## config.mk

```make
export PLATFORM = sky130hd
export DESIGN_NAME = sysex_data_set_request_framer
export DESIGN_NICKNAME = d
export VERILOG_FILES = /design/src/rtl/sdsf_pkg.sv /design/src/rtl/sdsf_engine.sv /design/src/rtl/sdsf_out_reg.sv /design/src/rtl/sysex_data_set_request_framer.sv
export SDC_FILE = /design/constraint.sdc
export NUM_CORES = 1
export LEC_CHECK = 0
export BUFFER_PORTS_ARGS = -buffer_cell sky130_fd_sc_hd__buf_2
export CORE_MARGIN = 5
export CORE_UTILIZATION = 60
export DETAILED_ROUTE_END_ITERATION = 10
export GPL_TIMING_DRIVEN = 0
export PLACE_DENSITY = 0.79
export SETUP_SLACK_MARGIN = 0.15
export SLEW_MARGIN = 40
export SYNTH_ARGS = -nofsm -noshare
export SYNTH_HDL_FRONTEND = slang
export SYNTH_SLANG_ARGS = --single-unit
```

## constraint.sdc

```tcl
create_clock -name clock -period 5.9 [get_ports clock]
set_clock_uncertainty 0.1 [all_clocks]
set_input_delay 1.18 -clock clock [delete_from_list [all_inputs] [get_ports clock]]
set_output_delay 1.18 -clock clock [all_outputs]
set_load 0.05 [all_outputs]
```

## src/rtl/sdsf_pkg.sv

```systemverilog
package sdsf_pkg;

   // Function selector codes
   localparam logic [1:0] FUNC_WRITE_START = 2'd0;
   localparam logic [1:0] FUNC_PAYLOAD     = 2'd1;
   localparam logic [1:0] FUNC_DATA_REQ    = 2'd2;
   localparam logic [1:0] FUNC_IDENTITY    = 2'd3;

   // Message bytes
   localparam logic [7:0] BYTE_SOX       = 8'hf0;
   localparam logic [7:0] BYTE_EOX       = 8'hf7;
   localparam logic [7:0] BYTE_MAKER     = 8'h41;
   localparam logic [7:0] BYTE_MODEL     = 8'h14;
   localparam logic [7:0] BYTE_CMD_DT1   = 8'h12;
   localparam logic [7:0] BYTE_CMD_RQ1   = 8'h11;
   localparam logic [7:0] BYTE_UNIV_NRT  = 8'h7e;
   localparam logic [7:0] BYTE_ALL_CALL  = 8'h7f;
   localparam logic [7:0] BYTE_GEN_INFO  = 8'h06;
   localparam logic [7:0] BYTE_ID_REQ    = 8'h01;

   // Number of header, checksum and end bytes around the write payload
   localparam int unsigned FRAME_OVERHEAD = 12;

   typedef struct packed {
      logic [1:0]  func;
      logic [13:0] page;
      logic [14:0] page_count;
      logic [7:0]  data_byte;
   } req_item_type;

   typedef struct packed {
      logic [7:0] out_byte;
      logic       last_of_run;
      logic       error;
   } rsp_item_type;

   // Handshake between the byte engine and the result register
   typedef struct packed {
      logic load;
      logic free;
   } out_ctl_type;

endpackage

```

## src/rtl/sdsf_engine.sv

```systemverilog
module sdsf_engine
   import sdsf_pkg::*;
#(
   parameter int unsigned MESSAGE_BYTES = 155
) (
   input  logic         clock,
   input  logic         reset,
   input  logic         req_valid,
   output logic         req_ready,
   input  req_item_type req_payload,
   input  logic         out_free,
   output logic         out_load,
   output rsp_item_type out_item
);

   localparam logic [7:0] PAYLOAD_LEN = 8'(MESSAGE_BYTES - FRAME_OVERHEAD);

   typedef enum logic [2:0] {
      KIND_HEADER,
      KIND_PAYLOAD,
      KIND_PAYLOAD_END,
      KIND_DATA_REQ,
      KIND_IDENTITY,
      KIND_ERROR
   } kind_type;

   typedef struct packed {
      kind_type    kind;
      logic [6:0]  phi;
      logic [6:0]  plo;
      logic [6:0]  chi;
      logic [6:0]  clo;
      logic [7:0]  data_byte;
      logic [6:0]  cksum;
   } hold_type;

   // Index of the final byte of each message kind
   function automatic logic [3:0] last_index(input kind_type kind);
      logic [3:0] r;
      begin
         case (kind)
            KIND_HEADER:      r = 4'd9;
            KIND_PAYLOAD_END: r = 4'd2;
            KIND_DATA_REQ:    r = 4'd13;
            KIND_IDENTITY:    r = 4'd5;
            default:          r = 4'd0;
         endcase
         return r;
      end
   endfunction

   // Common eight-byte head of the data-set and data-request messages
   function automatic logic [7:0] head_byte(input logic [3:0] idx, input logic [7:0] cmd);
      logic [7:0] r;
      begin
         case (idx)
            4'd0:    r = BYTE_SOX;
            4'd1:    r = BYTE_MAKER;
            4'd6:    r = BYTE_MODEL;
            4'd7:    r = cmd;
            default: r = 8'h00;
         endcase
         return r;
      end
   endfunction

   logic         write_open_ff, write_open_in;
   logic [7:0]   payload_count_ff, payload_count_in;
   logic [6:0]   running_sum_ff, running_sum_in;
   logic         hold_valid_ff, hold_valid_in;
   hold_type     hold_ff, hold_in;
   logic [3:0]   idx_ff, idx_in;

   logic         accept;
   logic         emit;
   logic         emit_last;
   logic [6:0]   phi, plo, chi, clo;
   logic [13:0]  cnt_m1;
   logic [6:0]   new_sum;
   logic [7:0]   new_count;
   logic [7:0]   byte_sel;

   // Split the page and the count minus one into 7-bit bytes
   assign phi    = req_payload.page[13:7];
   assign plo    = req_payload.page[6:0];
   assign cnt_m1 = req_payload.page_count[13:0] - 14'd1;
   assign chi    = cnt_m1[13:7];
   assign clo    = cnt_m1[6:0];

   assign new_sum   = 7'(running_sum_ff + req_payload.data_byte[6:0]);
   assign new_count = payload_count_ff + 8'd1;

   // Handshake: take a new request once the held one drains its last byte
   assign emit      = hold_valid_ff && out_free;
   assign emit_last = (idx_ff == last_index(hold_ff.kind));
   assign req_ready = !hold_valid_ff || (emit && emit_last);
   assign accept    = req_valid && req_ready;

   // Decode the request and advance the write-run state
   always_comb begin
      write_open_in    = write_open_ff;
      payload_count_in = payload_count_ff;
      running_sum_in   = running_sum_ff;
      hold_in.kind      = KIND_IDENTITY;
      hold_in.phi       = phi;
      hold_in.plo       = plo;
      hold_in.chi       = chi;
      hold_in.clo       = clo;
      hold_in.data_byte = req_payload.data_byte;
      hold_in.cksum     = 7'd0 - 7'(phi + plo + chi + clo);
      case (req_payload.func)
         FUNC_WRITE_START: begin
            hold_in.kind     = KIND_HEADER;
            write_open_in    = 1'b1;
            payload_count_in = 8'd0;
            running_sum_in   = 7'(phi + plo);
         end
         FUNC_PAYLOAD: begin
            if (!write_open_ff) begin
               hold_in.kind = KIND_ERROR;
            end else if (new_count >= PAYLOAD_LEN) begin
               hold_in.kind     = KIND_PAYLOAD_END;
               hold_in.cksum    = 7'd0 - new_sum;
               write_open_in    = 1'b0;
               payload_count_in = 8'd0;
               running_sum_in   = 7'd0;
            end else begin
               hold_in.kind     = KIND_PAYLOAD;
               payload_count_in = new_count;
               running_sum_in   = new_sum;
            end
         end
         FUNC_DATA_REQ: begin
            hold_in.kind = KIND_DATA_REQ;
         end
         default: begin
            hold_in.kind = KIND_IDENTITY;
         end
      endcase
   end

   // Select the byte at the current index of the held message
   always_comb begin
      case (hold_ff.kind)
         KIND_HEADER: begin
            case (idx_ff)
               4'd8:    byte_sel = {1'b0, hold_ff.phi};
               4'd9:    byte_sel = {1'b0, hold_ff.plo};
               default: byte_sel = head_byte(idx_ff, BYTE_CMD_DT1);
            endcase
         end
         KIND_PAYLOAD: byte_sel = hold_ff.data_byte;
         KIND_PAYLOAD_END: begin
            case (idx_ff)
               4'd0:    byte_sel = hold_ff.data_byte;
               4'd1:    byte_sel = {1'b0, hold_ff.cksum};
               default: byte_sel = BYTE_EOX;
            endcase
         end
         KIND_DATA_REQ: begin
            case (idx_ff)
               4'd8:    byte_sel = {1'b0, hold_ff.phi};
               4'd9:    byte_sel = {1'b0, hold_ff.plo};
               4'd10:   byte_sel = {1'b0, hold_ff.chi};
               4'd11:   byte_sel = {1'b0, hold_ff.clo};
               4'd12:   byte_sel = {1'b0, hold_ff.cksum};
               4'd13:   byte_sel = BYTE_EOX;
               default: byte_sel = head_byte(idx_ff, BYTE_CMD_RQ1);
            endcase
         end
         KIND_IDENTITY: begin
            case (idx_ff)
               4'd0:    byte_sel = BYTE_SOX;
               4'd1:    byte_sel = BYTE_UNIV_NRT;
               4'd2:    byte_sel = BYTE_ALL_CALL;
               4'd3:    byte_sel = BYTE_GEN_INFO;
               4'd4:    byte_sel = BYTE_ID_REQ;
               default: byte_sel = BYTE_EOX;
            endcase
         end
         default: byte_sel = 8'h00;
      endcase
   end

   assign out_load             = emit;
   assign out_item.out_byte    = byte_sel;
   assign out_item.last_of_run = emit_last;
   assign out_item.error       = (hold_ff.kind == KIND_ERROR);

   // Load a new request, advance the byte index or drop the finished one
   always_comb begin
      hold_valid_in = hold_valid_ff;
      idx_in        = idx_ff;
      if (accept) begin
         hold_valid_in = 1'b1;
         idx_in        = 4'd0;
      end else if (emit && emit_last) begin
         hold_valid_in = 1'b0;
      end else if (emit) begin
         idx_in = idx_ff + 4'd1;
      end
   end

   always_ff @(posedge clock) begin
      if (reset) begin
         write_open_ff    <= 1'b0;
         payload_count_ff <= 8'd0;
         running_sum_ff   <= 7'd0;
         hold_valid_ff    <= 1'b0;
         idx_ff           <= 4'd0;
      end else begin
         if (accept) begin
            write_open_ff    <= write_open_in;
            payload_count_ff <= payload_count_in;
            running_sum_ff   <= running_sum_in;
         end
         hold_valid_ff <= hold_valid_in;
         idx_ff        <= idx_in;
      end
   end

   always_ff @(posedge clock) begin
      if (accept) begin
         hold_ff <= hold_in;
      end
   end

endmodule

```

## src/rtl/sdsf_out_reg.sv

```systemverilog
module sdsf_out_reg
   import sdsf_pkg::*;
(
   input  logic         clock,
   input  logic         reset,
   input  out_ctl_type  ctl_in,
   output logic         ctl_free,
   input  rsp_item_type item_in,
   output logic         rsp_valid,
   input  logic         rsp_ready,
   output rsp_item_type rsp_payload
);

   logic         rsp_valid_ff, rsp_valid_in;
   rsp_item_type rsp_payload_ff;

   // Register is free when empty or when its request leaves this cycle
   assign ctl_free = !rsp_valid_ff || rsp_ready;

   always_comb begin
      rsp_valid_in = rsp_valid_ff;
      if (ctl_in.load) begin
         rsp_valid_in = 1'b1;
      end else if (rsp_ready) begin
         rsp_valid_in = 1'b0;
      end
   end

   always_ff @(posedge clock) begin
      if (reset) begin
         rsp_valid_ff <= 1'b0;
      end else begin
         rsp_valid_ff <= rsp_valid_in;
      end
   end

   always_ff @(posedge clock) begin
      if (ctl_in.load && ctl_in.free) begin
         rsp_payload_ff <= item_in;
      end
   end

   assign rsp_valid   = rsp_valid_ff;
   assign rsp_payload = rsp_payload_ff;

endmodule

```

## src/rtl/sysex_data_set_request_framer.sv

```systemverilog
// Channel    Direction  Handshake              Payload
// req_       in         req_valid / req_ready  req_item_type (func, page, count, byte)
// rsp_       out        rsp_valid / rsp_ready  rsp_item_type (byte, last, error)
//
// One message byte leaves per cycle while rsp_ready is high. Bytes per request:
// payload 1 (3 at the end of a run), error 1, identity 6, write header 10,
// data request 14; the single byte index register steps through them.
// Reset (synchronous) closes any write run and empties both registers.
// A stalled rsp_ready holds the result register and the byte index in place.
module sysex_data_set_request_framer
   import sdsf_pkg::*;
#(
   parameter int unsigned MESSAGE_BYTES = 155
) (
   input  logic         clock,
   input  logic         reset,
   input  logic         req_valid,
   output logic         req_ready,
   input  req_item_type req_payload,
   output logic         rsp_valid,
   input  logic         rsp_ready,
   output rsp_item_type rsp_payload
);

   out_ctl_type  out_ctl;
   rsp_item_type out_item;
   logic         out_free;
   logic         out_load;

   // Gather the load and free handshake for the result register
   assign out_ctl = '{load: out_load, free: out_free};

   sdsf_engine #(
      .MESSAGE_BYTES(MESSAGE_BYTES)
   ) u_engine (
      .clock       (clock),
      .reset       (reset),
      .req_valid   (req_valid),
      .req_ready   (req_ready),
      .req_payload (req_payload),
      .out_free    (out_free),
      .out_load    (out_load),
      .out_item    (out_item)
   );

   sdsf_out_reg u_out_reg (
      .clock       (clock),
      .reset       (reset),
      .ctl_in      (out_ctl),
      .ctl_free    (out_free),
      .item_in     (out_item),
      .rsp_valid   (rsp_valid),
      .rsp_ready   (rsp_ready),
      .rsp_payload (rsp_payload)
   );

endmodule
```

==> qor.txt <==
outcome = finished clean
Setup Viol. Count Final = 0
DR DRC count = 0
Final Core Density = 67.94%
synthesis-to-layout area growth = 11.38%
largest net degree at the start of global routing = 53
Post-CTS Setup Bufs = 0
worst-path maximum fanout = 4
maxcap violations = 0
htree depth = 3
setup TNS = 0 ns
cell accounting for the most synthesized area = edfxtp_1
most frequent cell after synthesis = edfxtp_1
Worst slew margin = 55.43%
filler cell count = 717
Peak VDD IR = 215.4 uV
sequential power share = 43.5%
max frequency = 0.1997 GHz
Post-synth ARST share = 0%
Via density = 6.354
Setup WS post-layout = 0.8932 ns
Critical R2R Capture = u_engine.write_open_ff
CP startpoint kind = input port
per-cell routed wire length = 19.68 um
Syn Nets = 632
Place WS = 0.4887 ns
hold depth = 2
port bufs = 53
Syn. warnings = 0
post-synthesis register bit count = 78
hold endpoint = u_engine.payload_count_ff[7]
Reg2Reg Setup Slack = 2.95 ns
clock insertion delay at the later pin of the skew report = 0.36 ns
diodes inserted = 0
Syn Inst Count = 549
cts bufs inserted = 9
# resized after CTS = 0
Final #Nets = 696
cell-internal power = 1066 uW
Area contributors post-synth = edfxtp_1, dfxtp_1, ha_1
Worst Path Arrival = 5.00 ns
Top FF cell, synth = edfxtp_1
fin crit share = 84.86%
Clock Pin Slew Worst Setup and Hold Paths = 0.08 ns
CTS Buffer Depth = 2
DR pass1 iterations = 7
RR Startpoint = u_engine.hold_ff[45]
height of the die = 103.7 um
Placed Instances = 710
Synth top area share = 31.92%
Placer Congestion = 0.9630
# rows = 34
clock network power share = 24.3%
unrepaired setup endpoints after global routing = false
initial antenna violation count = 0
Crit Path Category = in2reg
fin. max-slew vios = 0
Hold-fix buffers, CTS = 0
clk root buf = clkbuf_8
sequential share of the synthesized area = 40.29%
P_sw = 566.0 uW
reg2reg path depth = 8
Worst Path Buf+Inv = 2
clock sink total = 78
WP data required = 5.89 ns
post-route insts no fill = 726
CP max-delay cell = fa_1
All-Layer GR Usage = 26.14%
first-pass GRT wire length = 22.97 mm
Comb power frac = 32.2%
final wirelength = 14.29 mm
Hold WC Path Type = reg2reg
initial detailed-routing violation count = 271
hold violation count in the final report = 0
# IOs = 55
die width = 103.7 um
Switching Share = 34.68%
overall via count from detail_route = 4613
min cycle time layout = 5.007 ns
Pleak = 0.002389 uW
HPWL Detailed = 10.94 mm
Post-synth EDFFs = 56
slowest stage delay, CP = 0.47 ns
delay-heaviest family, CP = simple AND/OR/NAND/NOR gates
die area = 10750 um^2
synthesized area = 5268 um^2
Post-DP Area = 5668 um^2
grt total ovfl = 0
actual slew at the worst max-slew pin = 0.6646 ns
Post-synth top cells = edfxtp_1, inv_1, nand2_1
CP Cell Sequence = buf_2 -> nor4_1 -> nand2_1 -> or2_2 -> nor4_1 -> xor2_1 -> fa_1 -> inv_1 -> ha_1 -> ha_1 -> o21ai_0 -> o21bai_1 -> a21oi_1 -> xnor3_1 -> xor2_1 -> mux2i_1
core region area = 8636 um^2
Pwr per Cell Area = 278.2 nW/um^2
Avg Inst Size Synth = 9.595 um^2
min-delay src = u_engine.payload_count_ff[7]
CP Capture Type = flip-flop
Netlist cell types = 72
vias in the first global route = 4448
CTS tree = yes
share of layout cells above drive strength 1 = 15.05%
cell area after layout = 5867 um^2
post-route ant nets = 0
Starting Density = 61.00%
-- logic make-up (layout without fill, tap and decap cells) --
family | count (synthesis) | in the layout | synth area share (%)
and+or+nand+nor | 167 | 167 | 15.63
adders and majority gates | 40 | 40 | 10.64
AOI/OAI and AO/OA | 151 | 151 | 19.83
buffers and inverters | 67 | 136 | 5.130
xor gates and xnor gates | 37 | 37 | 6.674
muxes | 9 | 9 | 1.805
DFF | 78 | 78 | 40.28
-- worst min-delay path, cell delays in order, from the launching register on --
cell,delay [ns]
dfxtp_1,0.33
nand2_1,0.06
a21oi_1,0.05
-- placed cells by master, fill, tap and decap left out, types with 5 or more instances in the layout --
cell type  instances
buf_2             56
edfxtp_1          56
inv_1             42
nand2_1           39
o21ai_0           36
nor2_1            35
ha_1              32
a21oi_1           30
nor3_1            23
nand3_1           22
dfxtp_1           22
xor2_1            19
xnor2_1           16
clkbuf_1          15
clkbuf_8          10
a22oi_1            9
nand4_1            9
fa_1               8
a221oi_1           7
a21o_1             6
nor2b_1            5
o21a_1             5
a211oi_1           5
mux2i_1            5
or2_2              5
and2_1             5
o32ai_1            5
nand2b_1           5
-- power groups by stage --
| stage | logic, uW | clock network [uW] | registers, uW |
|---|---|---|---|
| 6_report | 526 | 396 | 710 |
| 5_1_grt | 580 | 420 | 717 |
| 4_1_cts | 524 | 397 | 709 |
| 3_5_place_dp | 520 | 0 | 721 |
| 3_3_place_gp | 498 | 0 | 719 |
| 2_1_floorplan | 342 | 0 | 734 |
-- layout make-up --
type                            instances  area [um^2]  area share [%]
Multi-Input combinational cell        404         2882           49.11
Clock buffer                           11        162.7           2.772
Sequential cell                        78         2122           36.17
Buffer                                 24        108.9           1.855
Inverter                               43        161.4           2.751
Timing Repair Buffer                   53        265.3           4.521
Tap cell                              108        135.1           2.303
Clock inverter                          5        30.03          0.5118
-- how the worst max path moves through the flow --
stage               startpoint                   to  slack (ns)  cells past startpoint
3_3_place_gp   req_payload[13]  u_engine.hold_ff[6]        0.55                     16
2_1_floorplan  req_payload[13]  u_engine.hold_ff[6]        1.09                     15
3_5_place_dp   req_payload[13]  u_engine.hold_ff[6]        0.49                     16
5_1_grt        req_payload[13]  u_engine.hold_ff[6]        0.51                     16
4_1_cts        req_payload[13]  u_engine.hold_ff[6]        0.85                     16
6_report       req_payload[13]  u_engine.hold_ff[6]        0.89                     16
-- sequential cells by signal, indices dropped and copies added, names as in the netlist --
name                       flops
u_engine.hold_valid_ff         1
u_out_reg.rsp_valid            1
u_out_reg.rsp_payload         10
u_engine.write_open_ff         1
u_engine.payload_count_ff      8
u_engine.idx_ff                4
u_engine.running_sum_ff        7
u_engine.hold_ff              46
-- layer usage --
metal / routed length (um) / vias up / global-route usage (%)
met3: 1080 / 38 / 3.047
li1: - / 2169 / -
met2: 6746 / 204 / 42.67
met5: 0 / - / 0
met1: 6025 / 2202 / 35.15
met4: 434 / 0 / 11.19
-- stage by stage --
step	hold slack (ns)	power, uW
after CTS	0.3760	1630
final	0.3779	1632
after global routing	0.3996	1716
after detailed placement	0.3638	1241
after floorplan	0.3436	1076
after global placement	0.3508	1216
(Power assumes the default switching activity.)
